<file path="src/design/bsp_point_contents_walk_top_macros.svh">
// assertion macros for the bsp point contents walk block
// used by the top level; clock clk_i and reset rst_ni are taken from the including scope
`ifndef BSP_POINT_CONTENTS_WALK_TOP_MACROS_SVH
`define BSP_POINT_CONTENTS_WALK_TOP_MACROS_SVH
`ifndef SYNTHESIS
// checked only out of reset
`define BPCW_ASSERT(lbl, prop) \
  lbl: assert property (@(posedge clk_i) disable iff (!rst_ni) prop) \
    else $error("bpcw assertion failed");
// checked at every edge, reset included
`define BPCW_ASSERT_ALWAYS(lbl, prop) \
  lbl: assert property (@(posedge clk_i) prop) \
    else $error("bpcw assertion failed");
`else
`define BPCW_ASSERT(lbl, prop)
`define BPCW_ASSERT_ALWAYS(lbl, prop)
`endif
`endif

</file>
<file path="src/design/bpcw_pkg.sv">
// shared types, codes and constants of the bsp point contents walk block
// no dependencies; imported by every module of the block
package bpcw_pkg;

  localparam int unsigned NODES_DEF     = 1024;
  localparam int unsigned PLANES_DEF    = 1024;
  localparam int unsigned MAX_STEPS_DEF = 64;

  localparam int unsigned IDX_W   = 10;
  localparam int unsigned CHILD_W = 11;
  localparam int unsigned KIND_W  = 2;
  localparam int unsigned VEC_W   = 32;
  localparam int unsigned CONT_W  = 5;
  localparam int unsigned APB_AW  = 3;
  localparam int unsigned APB_DW  = 32;

  // plane kinds
  localparam logic [KIND_W-1:0] KIND_X       = 2'd0;
  localparam logic [KIND_W-1:0] KIND_Y       = 2'd1;
  localparam logic [KIND_W-1:0] KIND_Z       = 2'd2;
  localparam logic [KIND_W-1:0] KIND_GENERAL = 2'd3;

  // register index, taken from paddr[2]
  localparam logic REG_FIRST_NODE = 1'b0;
  localparam logic REG_LAST_NODE  = 1'b1;

  typedef enum logic [1:0] {
    ACT_NODE_WR  = 2'd0,
    ACT_PLANE_WR = 2'd1,
    ACT_QUERY    = 2'd2
  } action_e;

  typedef enum logic [3:0] {
    ST_IDLE,
    ST_NODE_RD,
    ST_PLANE_RD,
    ST_MUL_X,
    ST_MUL_Y,
    ST_MUL_Z,
    ST_MUL_ACC,
    ST_DECIDE,
    ST_DONE
  } ctrl_state_e;

  // input tdata layout, lowest field last
  typedef struct packed {
    logic [3:0]                pad;
    logic signed [VEC_W-1:0]   plane_dist;
    logic signed [VEC_W-1:0]   vec_z;
    logic signed [VEC_W-1:0]   vec_y;
    logic signed [VEC_W-1:0]   vec_x;
    logic [KIND_W-1:0]         plane_kind;
    logic signed [CHILD_W-1:0] back_child;
    logic signed [CHILD_W-1:0] front_child;
    logic [IDX_W-1:0]          plane_ref;
    logic [IDX_W-1:0]          index;
  } in_item_t;

  typedef struct packed {
    logic                     pad;
    logic                     step_overflow;
    logic                     bad_node;
    logic signed [CONT_W-1:0] contents;
  } result_t;

  typedef struct packed {
    logic signed [CHILD_W-1:0] back_child;
    logic signed [CHILD_W-1:0] front_child;
    logic [IDX_W-1:0]          plane_ref;
  } node_ent_t;

  typedef struct packed {
    logic [KIND_W-1:0]       kind;
    logic signed [VEC_W-1:0] nx;
    logic signed [VEC_W-1:0] ny;
    logic signed [VEC_W-1:0] nz;
    logic signed [VEC_W-1:0] offset;
  } plane_ent_t;

  typedef struct packed {
    logic              wr_node;
    logic              wr_plane;
    logic              capture;
    logic              rd_node;
    logic              rd_plane;
    logic              acc_init;
    logic              acc_add;
    logic              prod_load;
    logic [KIND_W-1:0] prod_axis;
    logic              advance;
    logic              set_leaf;
    logic              set_bad;
    logic              set_over;
  } dp_cmd_t;

  typedef struct packed {
    logic node_bad;
    logic general;
    logic child_leaf;
    logic step_last;
  } dp_sts_t;

endpackage

</file>
<file path="src/design/bpcw_ctrl.sv">
// walk sequencer: accepts items, steps the datapath through node visits
// depends on bpcw_pkg
module bpcw_ctrl import bpcw_pkg::*; (
  input  logic    clk_i,
  input  logic    rst_ni,
  input  logic    in_valid_i,
  input  action_e action_i,
  input  logic    out_free_i,
  input  dp_sts_t sts_i,
  output dp_cmd_t cmd_o,
  output logic    in_ready_o,
  output logic    load_out_o
);

  ctrl_state_e state_q, state_d;

  always_ff @(posedge clk_i or negedge rst_ni) begin
    if (!rst_ni) begin
      state_q <= ST_IDLE;
    end else begin
      state_q <= state_d;
    end
  end

  // next state
  always_comb begin
    state_d = state_q;
    unique case (state_q)
      ST_IDLE: begin
        if (in_valid_i && action_i == ACT_QUERY) state_d = ST_NODE_RD;
      end
      ST_NODE_RD: begin
        state_d = sts_i.node_bad ? ST_DONE : ST_PLANE_RD;
      end
      ST_PLANE_RD: state_d = ST_MUL_X;
      ST_MUL_X: begin
        state_d = sts_i.general ? ST_MUL_Y : ST_DECIDE;
      end
      ST_MUL_Y:   state_d = ST_MUL_Z;
      ST_MUL_Z:   state_d = ST_MUL_ACC;
      ST_MUL_ACC: state_d = ST_DECIDE;
      ST_DECIDE: begin
        if (sts_i.child_leaf || sts_i.step_last) begin
          state_d = ST_DONE;
        end else begin
          state_d = ST_NODE_RD;
        end
      end
      ST_DONE: begin
        if (out_free_i) state_d = ST_IDLE;
      end
      default: state_d = ST_IDLE;
    endcase
  end

  // outputs
  always_comb begin
    cmd_o      = '0;
    in_ready_o = 1'b0;
    load_out_o = 1'b0;
    unique case (state_q)
      ST_IDLE: begin
        in_ready_o = 1'b1;
        if (in_valid_i) begin
          case (action_i)
            ACT_NODE_WR:  cmd_o.wr_node  = 1'b1;
            ACT_PLANE_WR: cmd_o.wr_plane = 1'b1;
            ACT_QUERY:    cmd_o.capture  = 1'b1;
            default:      cmd_o = '0;
          endcase
        end
      end
      ST_NODE_RD: begin
        cmd_o.rd_node = 1'b1;
        cmd_o.set_bad = sts_i.node_bad;
      end
      ST_PLANE_RD: cmd_o.rd_plane = 1'b1;
      ST_MUL_X: begin
        cmd_o.acc_init  = sts_i.general;
        cmd_o.prod_load = sts_i.general;
        cmd_o.prod_axis = KIND_X;
      end
      ST_MUL_Y: begin
        cmd_o.acc_add   = 1'b1;
        cmd_o.prod_load = 1'b1;
        cmd_o.prod_axis = KIND_Y;
      end
      ST_MUL_Z: begin
        cmd_o.acc_add   = 1'b1;
        cmd_o.prod_load = 1'b1;
        cmd_o.prod_axis = KIND_Z;
      end
      ST_MUL_ACC: cmd_o.acc_add = 1'b1;
      ST_DECIDE: begin
        cmd_o.set_leaf = sts_i.child_leaf;
        cmd_o.set_over = !sts_i.child_leaf && sts_i.step_last;
        cmd_o.advance  = !sts_i.child_leaf && !sts_i.step_last;
      end
      ST_DONE: load_out_o = out_free_i;
      default: cmd_o = '0;
    endcase
  end

endmodule

</file>
<file path="config.mk">
export PLATFORM = sky130hd
export DESIGN_NAME = bpcw_ctrl
export DESIGN_NICKNAME = d
export VERILOG_FILES = /design/src/design/bsp_point_contents_walk_top_macros.svh /design/src/design/bpcw_pkg.sv /design/src/design/bpcw_ctrl.sv
export SDC_FILE = /design/constraint.sdc
export NUM_CORES = 1
export LEC_CHECK = 0
export BUFFER_PORTS_ARGS = -buffer_cell sky130_fd_sc_hd__buf_2
export CAP_MARGIN = 20
export CORE_AREA = 2 2 39 41
export DETAILED_ROUTE_END_ITERATION = 7
export DIE_AREA = 0 0 41 43
export GPL_ROUTABILITY_DRIVEN = 0
export GPL_TIMING_DRIVEN = 0
export PLACE_DENSITY = 0.71
export SYNTH_ARGS = -nofsm -noshare
export SYNTH_HDL_FRONTEND = slang
export SYNTH_SLANG_ARGS = --single-unit
</file>
<file path="constraint.sdc">
create_clock -name clk_i -period 1.7 [get_ports clk_i]
set_input_delay 0.17 -clock clk_i [delete_from_list [all_inputs] [get_ports clk_i]]
set_output_delay 0.17 -clock clk_i [all_outputs]
set_load 0.005 [all_outputs]
</file>
==> results.cfg <==
[synthesis]
ys_seq_area_share_pct = 24.1
synth-seq-cells = 4
synth_top_family_by_area = simple AND/OR/NAND/NOR gates
yosys-top-cells-area = dfrtp_1 24%, nand2b_1 6.0%, buf_6 5.4%, nor4_4 5.1%, and4b_1 4.8%
synth_area_leader_cell = dfrtp_1
synthesis.nets = 57
synth_xor_xnor_area_share_pct = 2.11
yosys.area_share.adder_pct = 0
synth-edff-count = 0
syn-mean-instance-area_sq_um = 8.84
synth_top_area_share_pct = 24.1
ys_types = 26
ys.flop_type = dfrtp_1
syn_area_sq_um = 415
syn-instance-count = 47
synth_compound_area_share_pct = 11.1
yosysWarnings = 0
synthMuxAreaShare_pct = 0
async_flop_share_pct = 100
synth-simple-area-share_pct = 53.0

[floorplanning]
die_x_microns = 41
num_rows = 14
die_h_microns = 43
start_util_pct = 30.0
fp.dieArea_sq_mm = 0.00176
core-area_sq_mm = 0.00138
io_pins = 26

[detailed_routing]
via_per_inst = 4.75
ant_nets = 0
wl_microns = 982
drc = 0
vias = 437
drt_iter0_drc = 2
firstDrtPassIters = 4
avgRoutedWirePerCell_microns = 10.7

[setup_path]
slowest_delay_ns = 0.34
crit_fanout = 10
cp-start-kind = flop
regToRegSetupSlack_ns = 0.44
path_cells = buf_2, nand2b_4, or2_4, nor3b_2, buf_2
required_ns = 1.53
cp_common_cell = buf_2
end_kind = primary output
worst-setup-path-type = flop to primary output
arrival_ns = 1.45
cpMaxStageDelayCell = dfrtp_1

[global_routing]
grt_pass1_wl_mm = 1.41
grt_util_met3_pct = 3.14
overflow = 0
grtUsageTotal_pct = 12.1
antenna_found_initial = 0
grt_max_degree = 11
busiest_layer = met1
grt_pass1_vias = 343
met2_usage_pct = 15.6
grtUsageMet1_pct = 17.0

[cells_and_area]
largest_register_ffs = 4
layout-drive-gt1-share_pct = 53.9
largest_register = state_q
fillCellCount = 140
finish.net_count = 88
syn2layout_area_growth_pct = 48.5
top_regs = state_q: 4 flops
multi_input_area_sq_um = 298
diodes = 0
utilization_pct = 44.6
seq_area_sq_um = 101

[power_and_ir_drop]
power_frac_clock_pct = 12.5
p_leak_nw = 0.321
seqPwrFrac_pct = 20.9
irDropWorstVdd_mv = 0.526
combPwrFrac_pct = 66.6
power_density_mw_per_mm2 = 1560
p_int_uw = 548
switching_share_pct = 43.2
p_switching_uw = 416

[timing]
final_max_slew_viol_count = 0
fin_crit_ns = 1.62
final.setup.worst_slack_ns = 0.0809
rsz0062_at_grt = yes
hold_viol_final = 0
setup_viol = 0
layout_worst_path_cycle_share_pct = 95.2
tightest_slew_ns = 0.278
tns_ns = 0
hold_ws_ns = 0.236
clock_skew_ns = 0.00420
relSlewSlack_pct = 81.4
timing.fmax_mhz = 618

[clocking]
postCtsSetupBuffers = 0
clkTransAtPathRegs_ns = 0.04
htreeDepth = 1
clk_path_buf_depth = 2
clock_latency_ns = 0.24
cts-root-buf = clkbuf_4
numClockSinks = 4
cts_buffers = 3
cts_tree = yes

[run_status]
status = complete, no violations

[flow_run]
max-cap-violations = 0

[place]
dp_worst_setup_slack_ns = 0.281
hpwlAfterDp_microns = 735
portBuffers = 25

[hold_path]
hp-class = primary input to flop
## stage by stage
step           cells  power, mW  area (sq um)
6_report          92      0.964           617
3_5_place_dp      88      0.790           561
3_3_place_gp      88      0.778           561
4_1_cts           92      0.914           593
5_1_grt           92       1.05           617
2_1_floorplan     47      0.612           415
## final timing paths
path | start | to | cells after the start
max | state_q[3]$_DFFE_PN0P_ | cmd_o[0] | 5
min | sts_i[3] | state_q[3]$_DFFE_PN0P_ | 3
max reg2reg | state_q[2]$_DFFE_PN0P_ | state_q[0]$_DFFE_PN0P_ | 4
min reg2reg | state_q[3]$_DFFE_PN0P_ | state_q[1]$_DFFE_PN0P_ | 2
max in group asynchronous | rst_ni | state_q[1]$_DFFE_PN0P_ | 2
min in group asynchronous | rst_ni | state_q[0]$_DFFE_PN0P_ | 2
## area by class of cell
type | instances | share of cell area [%]
plain buffers | 4 | 5.27
flip-flops and latches | 4 | 16.4
well taps | 16 | 3.25
inverters | 2 | 1.22
clock buffers | 3 | 3.65
multi-input cells | 37 | 48.3
repair buffers | 26 | 21.9
## logic make-up after synthesis
group                  Yosys count
flip-flops                       4
AND/OR/NAND/NOR                 28
AO/OA/AOI/OAI                    8
buffers and inverters            6
XOR/XNOR                         1
## routing by layer
metal	up-vias	wire [microns]
met5	-	0
met4	0	17
met3	2	69
met2	18	480
met1	188	415
li1	229	-
## power by group through the flow
stage	Combinational, mW	Sequential (mW)	Clock [mW]
after global routing	0.704	0.211	0.136
final	0.642	0.202	0.120
after detailed placement	0.600	0.190	0
after floorplan	0.431	0.181	0
after CTS	0.604	0.188	0.122
after global placement	0.590	0.188	0
## Yosys cell counts (2+ instances only)
cell type  count
nor4b_1        2
nand2_1        2
buf_6          2
a21oi_1        3
buf_2          2
and2_1         2
nor3_1         2
o21ai_0        2
dfrtp_1        4
inv_1          2
nor2_1         4
nand2b_1       4
and4b_1        2
nand3b_1       2
## worst max-delay path: cells and delay by family, from the launching register on
family                 cells  cell delay, ns
buffers and inverters      2            0.32
and+or+nand+nor            3            0.56
DFF                        1            0.34
## placed cells by master (no fill, tap or decap), drive strengths merged, types with 2 or more instances in the layout
master,synthesis,final
inv,2,2
nor4b,3,3
clkbuf,0,3
buf,4,29
nor3,2,2
nand2,3,3
o21ai,3,3
dfrtp,4,4
nor2,4,4
a21oi,3,3
and4b,2,2
nand2b,4,4
and2,2,2
nand3b,2,2
nor3b,2,2
## repair_timing
item                                    in CTS  in global routing
gates resized for setup                      0                  4
endpoints found under the hold margin        4                  0
endpoints found under the setup margin       0                  3
hold buffers                                 1                  0
Note: power is estimated with default switching activity, not from simulation.
